===== src/hdl/nca_pkg.sv =====
// shared types and constants for the nearest centroid block
`timescale 1ns / 1ps

package nca_pkg;

  localparam int COUNT_W = 5;
  localparam logic [COUNT_W-1:0] COUNT_RESET = 5'd15;

  typedef enum logic [0:0] {
    CMD_LOAD   = 1'b0,
    CMD_ASSIGN = 1'b1
  } nca_op_t;

  // commands from the controller to the datapath
  typedef struct packed {
    logic ram_we;
    logic load_point;
    logic issue;
    logic publish;
  } nca_cmd_t;

  // status from the datapath to the controller
  typedef struct packed {
    logic busy;
  } nca_stat_t;

endpackage


===== src/hdl/nca_ram.sv =====
// generic single-write, single-read ram with registered read data
`timescale 1ns / 1ps

module nca_ram #(
  parameter int WIDTH = 34,
  parameter int DEPTH = 16
) (
  input  logic                     clk,
  input  logic                     we,
  input  logic [$clog2(DEPTH)-1:0] waddr,
  input  logic [WIDTH-1:0]         wdata,
  input  logic [$clog2(DEPTH)-1:0] raddr,
  output logic [WIDTH-1:0]         rdata
);

  logic [WIDTH-1:0] mem [DEPTH];

  always_ff @(posedge clk) begin
    if (we) begin
      mem[waddr] <= wdata;
    end
    rdata <= mem[raddr];
  end

endmodule


===== src/hdl/nca_dp.sv =====
// datapath: centroid table, distance pipeline, running minimum, result register
`timescale 1ns / 1ps

module nca_dp import nca_pkg::*; #(
  parameter int MAX_CLUSTERS = 16,
  parameter int COORD_BITS   = 17
) (
  input  logic                            clk,
  input  logic                            rst,
  input  nca_cmd_t                        cmd,
  input  logic [$clog2(MAX_CLUSTERS)-1:0] scan_addr,
  input  logic [$clog2(MAX_CLUSTERS)-1:0] slot,
  input  logic [COORD_BITS-1:0]           coord_x,
  input  logic [COORD_BITS-1:0]           coord_y,
  output nca_stat_t                       stat,
  output logic [$clog2(MAX_CLUSTERS)-1:0] nearest_index,
  output logic [2*COORD_BITS:0]           min_sq_distance
);

  localparam int AW     = $clog2(MAX_CLUSTERS);
  localparam int CW     = COORD_BITS;
  localparam int SQ_W   = 2 * COORD_BITS;
  localparam int DIST_W = 2 * COORD_BITS + 1;

  logic [2*CW-1:0] rd_data;
  logic [CW-1:0]   cen_x;
  logic [CW-1:0]   cen_y;

  logic [CW-1:0]     pt_x;
  logic [CW-1:0]     pt_y;
  logic              v1, v2, v3;
  logic [AW-1:0]     idx1, idx2, idx3;
  logic [CW-1:0]     dx, dy;
  logic [SQ_W-1:0]   sq_x, sq_y;
  logic [DIST_W-1:0] best_d;
  logic [AW-1:0]     best_k;
  logic [DIST_W-1:0] sum;
  logic              take;

  nca_ram #(
    .WIDTH(2 * CW),
    .DEPTH(MAX_CLUSTERS)
  ) u_table (
    .clk  (clk),
    .we   (cmd.ram_we),
    .waddr(slot),
    .wdata({coord_x, coord_y}),
    .raddr(scan_addr),
    .rdata(rd_data)
  );

  assign cen_x = rd_data[2*CW-1:CW];
  assign cen_y = rd_data[CW-1:0];

  assign sum  = {1'b0, sq_x} + {1'b0, sq_y};
  // first entry seeds the minimum; strict compare keeps the lowest index on ties
  assign take = v3 && ((idx3 == '0) || (sum < best_d));

  assign stat.busy = v1 || v2 || v3;

  always_ff @(posedge clk) begin
    if (rst) begin
      v1 <= 1'b0;
      v2 <= 1'b0;
      v3 <= 1'b0;
    end else begin
      v1 <= cmd.issue;
      v2 <= v1;
      v3 <= v2;
    end
  end

  always_ff @(posedge clk) begin
    if (cmd.load_point) begin
      pt_x <= coord_x;
      pt_y <= coord_y;
    end
    idx1 <= scan_addr;
    idx2 <= idx1;
    idx3 <= idx2;
    dx   <= (pt_x >= cen_x) ? (pt_x - cen_x) : (cen_x - pt_x);
    dy   <= (pt_y >= cen_y) ? (pt_y - cen_y) : (cen_y - pt_y);
    sq_x <= SQ_W'(dx) * SQ_W'(dx);
    sq_y <= SQ_W'(dy) * SQ_W'(dy);
    if (take) begin
      best_d <= sum;
      best_k <= idx3;
    end
    if (cmd.publish) begin
      nearest_index   <= best_k;
      min_sq_distance <= best_d;
    end
  end

endmodule


===== src/hdl/nca_ctrl.sv =====
// controller: handshakes, count register, scan sequencing
`timescale 1ns / 1ps

module nca_ctrl import nca_pkg::*; #(
  parameter int MAX_CLUSTERS = 16
) (
  input  logic                            clk,
  input  logic                            rst,
  input  logic                            in_valid,
  output logic                            in_ready,
  input  logic                            command,
  input  logic [$clog2(MAX_CLUSTERS)-1:0] slot,
  input  logic                            cfg_wr_en,
  input  logic [COUNT_W-1:0]              cfg_wr_data,
  output logic                            out_valid,
  input  logic                            out_ready,
  input  nca_stat_t                       stat,
  output nca_cmd_t                        cmd,
  output logic [$clog2(MAX_CLUSTERS)-1:0] scan_addr
);

  localparam int AW = $clog2(MAX_CLUSTERS);

  typedef enum logic [1:0] {
    S_IDLE,
    S_SCAN,
    S_DRAIN
  } state_t;

  state_t             state;
  logic [COUNT_W-1:0] cluster_count;
  logic [AW-1:0]      last_addr;
  logic [AW-1:0]      last_addr_next;
  logic               accept;
  logic               slot_ok;

  assign in_ready = (state == S_IDLE);
  assign accept   = in_valid && in_ready;
  // slots past the table end are dropped
  assign slot_ok  = 32'(slot) < 32'(MAX_CLUSTERS);

  assign cmd.ram_we     = accept && (command == CMD_LOAD) && slot_ok;
  assign cmd.load_point = accept && (command == CMD_ASSIGN);
  assign cmd.issue      = (state == S_SCAN);
  assign cmd.publish    = (state == S_DRAIN) && !stat.busy && (!out_valid || out_ready);

  // zero count scans one entry, oversize count scans the whole table
  always_comb begin
    if (cluster_count == '0) begin
      last_addr_next = '0;
    end else if (32'(cluster_count) > 32'(MAX_CLUSTERS)) begin
      last_addr_next = AW'(MAX_CLUSTERS - 1);
    end else begin
      last_addr_next = AW'(cluster_count - 1'b1);
    end
  end

  always_ff @(posedge clk) begin
    if (rst) begin
      state         <= S_IDLE;
      cluster_count <= COUNT_RESET;
      out_valid     <= 1'b0;
      scan_addr     <= '0;
      last_addr     <= '0;
    end else begin
      if (cfg_wr_en) begin
        cluster_count <= cfg_wr_data;
      end
      if (cmd.publish) begin
        out_valid <= 1'b1;
      end else if (out_ready) begin
        out_valid <= 1'b0;
      end
      unique case (state)
        S_IDLE: begin
          if (cmd.load_point) begin
            scan_addr <= '0;
            last_addr <= last_addr_next;
            state     <= S_SCAN;
          end
        end
        S_SCAN: begin
          if (scan_addr == last_addr) begin
            state <= S_DRAIN;
          end else begin
            scan_addr <= scan_addr + 1'b1;
          end
        end
        S_DRAIN: begin
          if (cmd.publish) begin
            state <= S_IDLE;
          end
        end
        default: begin
          state <= S_IDLE;
        end
      endcase
    end
  end

endmodule


===== src/hdl/nearest_centroid_assign_top.sv =====
// k-means nearest centroid assignment, top level
// Input channel (in_valid/in_ready) carries command, slot, coord_x, coord_y.
// A load command writes the centroid (coord_x, coord_y) into table entry slot
// and gives no result. An assign command scans table entries
// 0 .. n-1, n being cluster_count clamped to 1 .. MAX_CLUSTERS, and returns
// the nearest entry and its squared distance on the output channel
// (out_valid/out_ready); ties go to the lowest index.
// The user must write cluster_count through cfg_wr_en/cfg_wr_data only while
// idle; the block itself does not enforce this. After an assign transfer the
// input stays closed until its result is published; a load leaves it open.
// The scan reads one table entry per cycle through a single ram read port and
// feeds one shared distance unit (diff, square, add-compare stages).
// A finished result sits in the output register; loads are still taken while
// it waits, a following assign scans but holds its result until the
// receiver has taken the earlier one.
// Reset (rst, synchronous) empties the pipeline and output and sets
// cluster_count to 15; table contents are undefined until loaded.
`timescale 1ns / 1ps

module nearest_centroid_assign_top import nca_pkg::*; #(
  parameter int MAX_CLUSTERS = 16,
  parameter int COORD_BITS   = 17
) (
  input  logic                            clk,
  input  logic                            rst,
  input  logic                            in_valid,
  output logic                            in_ready,
  input  logic                            command,
  input  logic [$clog2(MAX_CLUSTERS)-1:0] slot,
  input  logic [COORD_BITS-1:0]           coord_x,
  input  logic [COORD_BITS-1:0]           coord_y,
  input  logic                            cfg_wr_en,
  input  logic [COUNT_W-1:0]              cfg_wr_data,
  output logic                            out_valid,
  input  logic                            out_ready,
  output logic [$clog2(MAX_CLUSTERS)-1:0] nearest_index,
  output logic [2*COORD_BITS:0]           min_sq_distance
);

  localparam int AW = $clog2(MAX_CLUSTERS);

  nca_cmd_t      cmd;
  nca_stat_t     stat;
  logic [AW-1:0] scan_addr;

  nca_ctrl #(
    .MAX_CLUSTERS(MAX_CLUSTERS)
  ) u_ctrl (
    .clk        (clk),
    .rst        (rst),
    .in_valid   (in_valid),
    .in_ready   (in_ready),
    .command    (command),
    .slot       (slot),
    .cfg_wr_en  (cfg_wr_en),
    .cfg_wr_data(cfg_wr_data),
    .out_valid  (out_valid),
    .out_ready  (out_ready),
    .stat       (stat),
    .cmd        (cmd),
    .scan_addr  (scan_addr)
  );

  nca_dp #(
    .MAX_CLUSTERS(MAX_CLUSTERS),
    .COORD_BITS  (COORD_BITS)
  ) u_dp (
    .clk            (clk),
    .rst            (rst),
    .cmd            (cmd),
    .scan_addr      (scan_addr),
    .slot           (slot),
    .coord_x        (coord_x),
    .coord_y        (coord_y),
    .stat           (stat),
    .nearest_index  (nearest_index),
    .min_sq_distance(min_sq_distance)
  );

endmodule


===== config.mk =====
export PLATFORM = sky130hd
export DESIGN_NAME = nearest_centroid_assign_top
export DESIGN_NICKNAME = d
export VERILOG_FILES = /design/src/hdl/nca_pkg.sv /design/src/hdl/nca_ram.sv /design/src/hdl/nca_dp.sv /design/src/hdl/nca_ctrl.sv /design/src/hdl/nearest_centroid_assign_top.sv
export SDC_FILE = /design/constraint.sdc
export NUM_CORES = 2
export LEC_CHECK = 0
export ABC_CLOCK_PERIOD_IN_PS = 10300
export BUFFER_PORTS_ARGS = -buffer_cell sky130_fd_sc_hd__buf_2
export CORE_MARGIN = 2
export CORE_UTILIZATION = 50
export DETAILED_ROUTE_END_ITERATION = 12
export GPL_TIMING_DRIVEN = 1
export PLACE_DENSITY = 0.66
export SLEW_MARGIN = 20
export SYNTH_ARGS = -nofsm -noshare
export SYNTH_HDL_FRONTEND = slang
export SYNTH_SLANG_ARGS = --single-unit

===== constraint.sdc =====
create_clock -name clk -period 10.3 [get_ports clk]
set_input_delay 0.515 -clock clk [delete_from_list [all_inputs] [get_ports clk]]
set_output_delay 0.515 -clock clk [all_outputs]
set_load 0.05 [all_outputs]

* Yosys cells after proc, flatten, opt, wreduce, memory -nomap -nowiden *
Memories as Yosys holds them, arrays and structs flattened. A register that Yosys moved wholly into a read port is not among the register bits.
Index checks and enable logic that the tools add are counted.

word-level totals
  register bits = 245
  ROM bits = 0
  input bits = 49
  output and inout port bits = 41
  bits in latches = 0
  memories kept = 1
  logic and storage cells = 78
  memory bits (writable) = 544

memories
  name              words  width  rd ports  clocked after Yosys merged registers in  write ports  RTL line       source
  u_dp.u_table.mem  16     34     1         1                                        1            nca_ram.sv:16  logic [WIDTH-1:0] mem [DEPTH];

cells by class
  order comparisons = 4
  div/mod/pow operators = 0
  multiply operators = 2
  equal/unequal tests = 7
  mux-type cells = 15
  $add $sub $neg = 7
  shift operators = 0
  reduce and logical (&&, ||, !) cells = 20
  bitwise gates (word level) = 1

operators with widths
  operator                                                                number
  17-bit by 17-bit multiplier with 34-bit output                          2
  17-bit subtractor                                                       4
  34-bit by 34-bit adder with 35-bit output                               1
  35-bit less-than comparator                                             1
  17-bit greater-or-equal comparator                                      2
  17-bit 2-to-1 mux                                                       2
  4-bit 2-to-1 mux                                                        4
  2-bit inequality test (second input constant)                           4
  4-bit one-hot mux with 2 select lines                                   1
  1-bit logical AND                                                       6
  2-bit 2-to-1 mux                                                        3
  2-bit one-hot mux with 3 select lines                                   1
  3-bit AND reduction                                                     2
  5-bit greater-than comparator (second input constant)                   1
  5-bit zero test                                                         1
  4-bit by 1-bit adder with 4-bit output (second input constant)          1
  4-bit equality test                                                     1
  4-bit zero test                                                         1
  1-bit logical OR                                                        4
  1-bit 2-to-1 mux                                                        4
  2-bit nonzero test                                                      2
  4-bit by 1-bit subtractor with 4-bit output (second input constant)     1
  2-bit by 1-bit equality test with 1-bit output (second input constant)  1
  2-bit equality test (second input constant)                             1
  other kinds (4)                                                         5

* Logic depth before layout (Yosys ltp) *
  depth in word-level cells = 7
  gate-level depth with buffers = 25
  gate-level depth less buffers = 24

* Cells and area by module *
A second synthesis with hierarchy kept.

second synthesis, totals
  cell total of the unflattened synthesis = 3856
  area total of the unflattened synthesis = 49633.9 um2

by module, submodules not included
  module    sequential area each (um2)  cells an instance  area each (um2)  instances
  nca_dp    5665.4                      2874               27754.1          1
  nca_ram   17016.3                     888                21076.5          1
  nca_ctrl  320.3                       94                 803.3            1

* Worst setup path before layout *
OpenSTA, ideal clock, no wires.

  path kind = reg2reg
  from = reg u_dp.sq_y[3]
  to = reg u_dp.best_d[0] (enable)
  data required time = 9.811 ns
  data arrival time = 6.053 ns
  cell stages (with the launch flop) = 18
  clock period less this slack = 6.542 ns
  library setup time = 0.489 ns
  path slack = 3.758 ns
  cells stage by stage = dfxtp_1 -> ha_1 -> a211oi_1 -> nor2_1 -> o41ai_2 -> o21ai_1 -> a21oi_1 -> o21ai_1 -> a21o_1 -> xor2_1 -> ha_1 -> a21o_1 -> a21oi_1 -> nor2_1 -> a211oi_1 -> nor2_1 -> a211o_1 -> o21ai_0

between the ends
  word-level cells in the longest chain between the ends = 4

ends and longest elaborated chain
  what                                       RTL line      source
  start, declared                            nca_dp.sv:34  logic [SQ_W-1:0] sq_x, sq_y;
  start signal, assigned                     nca_dp.sv:84  sq_y <= SQ_W'(dy) * SQ_W'(dy);
  34-bit by 34-bit adder with 35-bit output  nca_dp.sv:55  assign sum = {1'b0, sq_x} + {1'b0, sq_y};
  net u_dp.sum[21]                           nca_dp.sv:37  logic [DIST_W-1:0] sum;
  35-bit less-than comparator                nca_dp.sv:57  assign take = v3 && ((idx3 == '0) || (sum < best_d));
  1-bit logical OR                           nca_dp.sv:57
  1-bit logical AND                          nca_dp.sv:57
  net u_dp.take                              nca_dp.sv:38  logic take;
  end signal, assigned                       nca_dp.sv:86  best_d <= sum;
  end, declared                              nca_dp.sv:35  logic [DIST_W-1:0] best_d;

The timed path passes the listed nets, and every way through them passes these cells.
A chain may end at the register's enable or synchronous reset.

* Worst setup path after layout *
  from = reg u_dp.dx[5]
  to = reg u_dp.sq_x[28]

between the ends
  word-level cells in the longest chain between the ends = 1

ends and longest elaborated chain
  what                                            RTL line      source
  start, declared                                 nca_dp.sv:33  logic [CW-1:0] dx, dy;
  start signal, assigned                          nca_dp.sv:81  dx <= (pt_x >= cen_x) ? (pt_x - cen_x) : (cen_x - pt_x);
  17-bit by 17-bit multiplier with 34-bit output  nca_dp.sv:83  sq_x <= SQ_W'(dx) * SQ_W'(dx);
  end signal, assigned                            nca_dp.sv:83
  end, declared                                   nca_dp.sv:34

No other way between the ends.

==> flow_metrics.py <==
metrics = {
    "status": {
        "outcome": "complete, no violations",
    },
    "sta": {
        "relSlewSlack_pct": 32.0,
        "skew_ns": 0.0308,
        "fin_crit_ns": 6.69,
        "finalSetupViolCount": 0,
        "fin_tns_setup_ns": 0,
        "grt_setup_unrepaired": "no",
        "worstMarginPinSlew_ns": 1.02,
        "period_share_pct": 64.9,
        "hold_viol_final": 0,
        "max_freq_mhz": 150,
        "final_max_slew_viol_count": 0,
    },
    "yosys": {
        "synth_flop_cell": "edfxtp_1",
        "avgSynthCellArea_um2": 13.2,
        "yosysMostFrequentCell": "inv_1",
        "async_flop_share_pct": 0,
        "syn_nets": 4540,
        "synth_edf_count": 656,
        "ys_ff_latch": 821,
        "synth_top_area_cell": "edfxtp_1",
        "synth-warning-count": 0,
        "syn_inst": 3750,
        "synth_commonest_cells": "686 x inv_1, 656 x edfxtp_1, 385 x fa_1",
        "synthDistinctLibCells": 75,
        "synth_top_area_share_pct": 39.9,
        "synth-seq-area-share_pct": 46.6,
        "syn_area_mm2": 0.0494,
        "synth_area_leaders": "edfxtp_1 40%, fa_1 16%, ha_1 9.0%",
    },
    "worst_setup_path": {
        "path_common_cell": "fa_1",
        "crit_required_ns": 10.84,
        "crit_fanout": 18,
        "endpoint_kind": "flop",
        "critical_path.max_stage_delay_ns": 0.87,
        "crit_path_cell_trace": "nand2_1 > fa_1 > inv_1 > fa_1 > inv_1 > fa_1 > inv_1 > fa_1 > fa_1 > inv_1 > fa_1 > inv_1 > ha_1 > nand2_1 > a211o_1 > o31ai_1 > a21oi_1 > o211ai_1 > a31oi_1 > a221oi_1",
        "slowest_stage": "dfxtp_1",
        "path_buf_inv": 5,
        "crit_family": "adder cells",
        "cp.arrival_ns": 7.23,
        "cp-start-kind": "flop",
        "criticalPathCategory": "flop to flop",
    },
    "routing": {
        "wire_per_inst_um": 20.0,
        "drt_iter0_markers": 1924,
        "vias": 28300,
        "vias_per_cell": 5.43,
        "drcViolationCount": 0,
        "drtAntennaViolNets": 0,
        "wl_mm": 104,
        "dr.pass1.iters": 5,
    },
    "die": {
        "start_util_pct": 50.3,
        "core-area_mm2": 0.0981,
        "chipHeight_um": 318,
        "die_x_um": 318,
        "rows": 115,
        "io_pins": 90,
        "die_area_mm2": 0.101,
    },
    "placed_design": {
        "gp_congestion": 0.875,
        "placed_area_mm2": 0.0513,
        "io_buffers": 89,
        "dpl.hpwl_mm": 71.5,
    },
    "global_routing": {
        "grt_max_degree": 59,
        "antenna_found_initial": 10,
        "grtUsageTotal_pct": 21.2,
        "grt_remaining_overflow": 0,
        "grt_pass1_vias": 29800,
        "grt_pass1_wl_mm": 166,
    },
    "clock_network": {
        "numCtsBuffers": 84,
        "clk_path_buf_depth": 3,
        "clock_latency_ns": 0.67,
        "htree_levels": 3,
        "cts_resized": 0,
        "hold_buffers": 0,
        "cts-root-buf": "clkbuf_16",
        "cts_tree": "yes",
        "postCtsSetupRepairBufs": 0,
        "clock_sinks": 821,
        "cts.clk_slew.worst_paths_ns": 0.06,
    },
    "final_layout": {
        "drive_above_1_share_pct": 11.5,
        "nNetsFinal": 4636,
        "area_growth_pct": 9.61,
        "final_cell_area_mm2": 0.0541,
    },
    "worst_hold_path": {
        "min_path_type": "input port to flop",
    },
    "job": {
        "max-cap-violations": 0,
    },
}
cell usage in the layout (no fill, tap or decap), types with 60 or more instances in the layout:
cell,instances
inv_1,686
edfxtp_1,656
fa_1,385
ha_1,356
nand2_1,225
mux4_2,170
dfxtp_1,161
a21oi_1,133
and2_1,116
xnor2_1,92
nor2_1,91
buf_2,89
clkbuf_16,85
a21o_1,68
o21ai_0,60
worst reg2reg max path, delay by kind of cell (launching register included):
family,cells,cell delay (ns)
flops,1,0.87
simple gates,2,0.24
compound gates,6,1.82
buf+inv,5,0.27
fa+ha+maj,7,3.40
per-layer routing:
layer,wire length (µm),track usage (%)
met1,44400,28.4
met2,51100,35.7
met3,6430,3.96
met4,2360,5.38
met5,98,0
path summary, 6_finish.rpt:
check                       from                      end  slack (ns)  depth (start not counted)
setup / recovery      u_dp.dx[5]            u_dp.sq_x[28]        3.61                         20
hold / removal    cfg_wr_data[3]  u_ctrl.cluster_count[3]        0.15                          3
setup reg to reg      u_dp.dx[5]            u_dp.sq_x[28]        3.61                         20
hold reg to reg     u_dp.idx2[3]             u_dp.idx3[3]        0.30                          0
kinds of logic after synthesis:
family                   synth area share, %
XOR/XNOR                                2.50
multiplexers                            8.35
AND/OR/NAND/NOR                         6.29
AO/OA/AOI/OAI                           5.52
adder cells (fa/ha/maj)                 24.6
flip-flops                              46.6
buffers and inverters                   6.08
state kept, by name, summed over array words and instances, names as in the netlist, 17 cells and up:
| signal | cells |
|---|---|
| u_dp.dx | 17 |
| u_dp.sq_y | 33 |
| u_dp.min_sq_distance | 35 |
| u_dp.pt_x | 17 |
| u_dp.dy | 17 |
| u_dp.best_d | 35 |
| u_dp.u_table.mem | 544 |
| u_dp.sq_x | 33 |
| u_dp.pt_y | 17 |
| u_dp.u_table.rdata | 34 |
layout make-up:
type / instances / area, µm²
fillers: 8074 / 44000
repair buffers: 114 / 653
flip-flops and latches: 821 / 23000
inverters: 687 / 2580
clock buffers: 115 / 2290
multi-input cells: 2138 / 23500
diodes: 1 / 2.50
well taps: 1287 / 1610
clock inverters: 43 / 467
metrics by stage:
step | hold WS, ns | util (%) | setup slack (ns) | instances
after global placement | 0.310 | 52.3 | 3.78 | 5046
final | 0.148 | 55.1 | 3.61 | 5206
after detailed placement | 0.312 | 52.3 | 3.70 | 5046
after global routing | 0.135 | 55.1 | 3.19 | 5205
after CTS | 0.126 | 55.1 | 3.67 | 5204
after floorplan | 0.310 | - | 3.76 | 3750
Power is not shown: default switching activity piles up to over one toggle a cycle in this logic, so the estimate is an artifact.
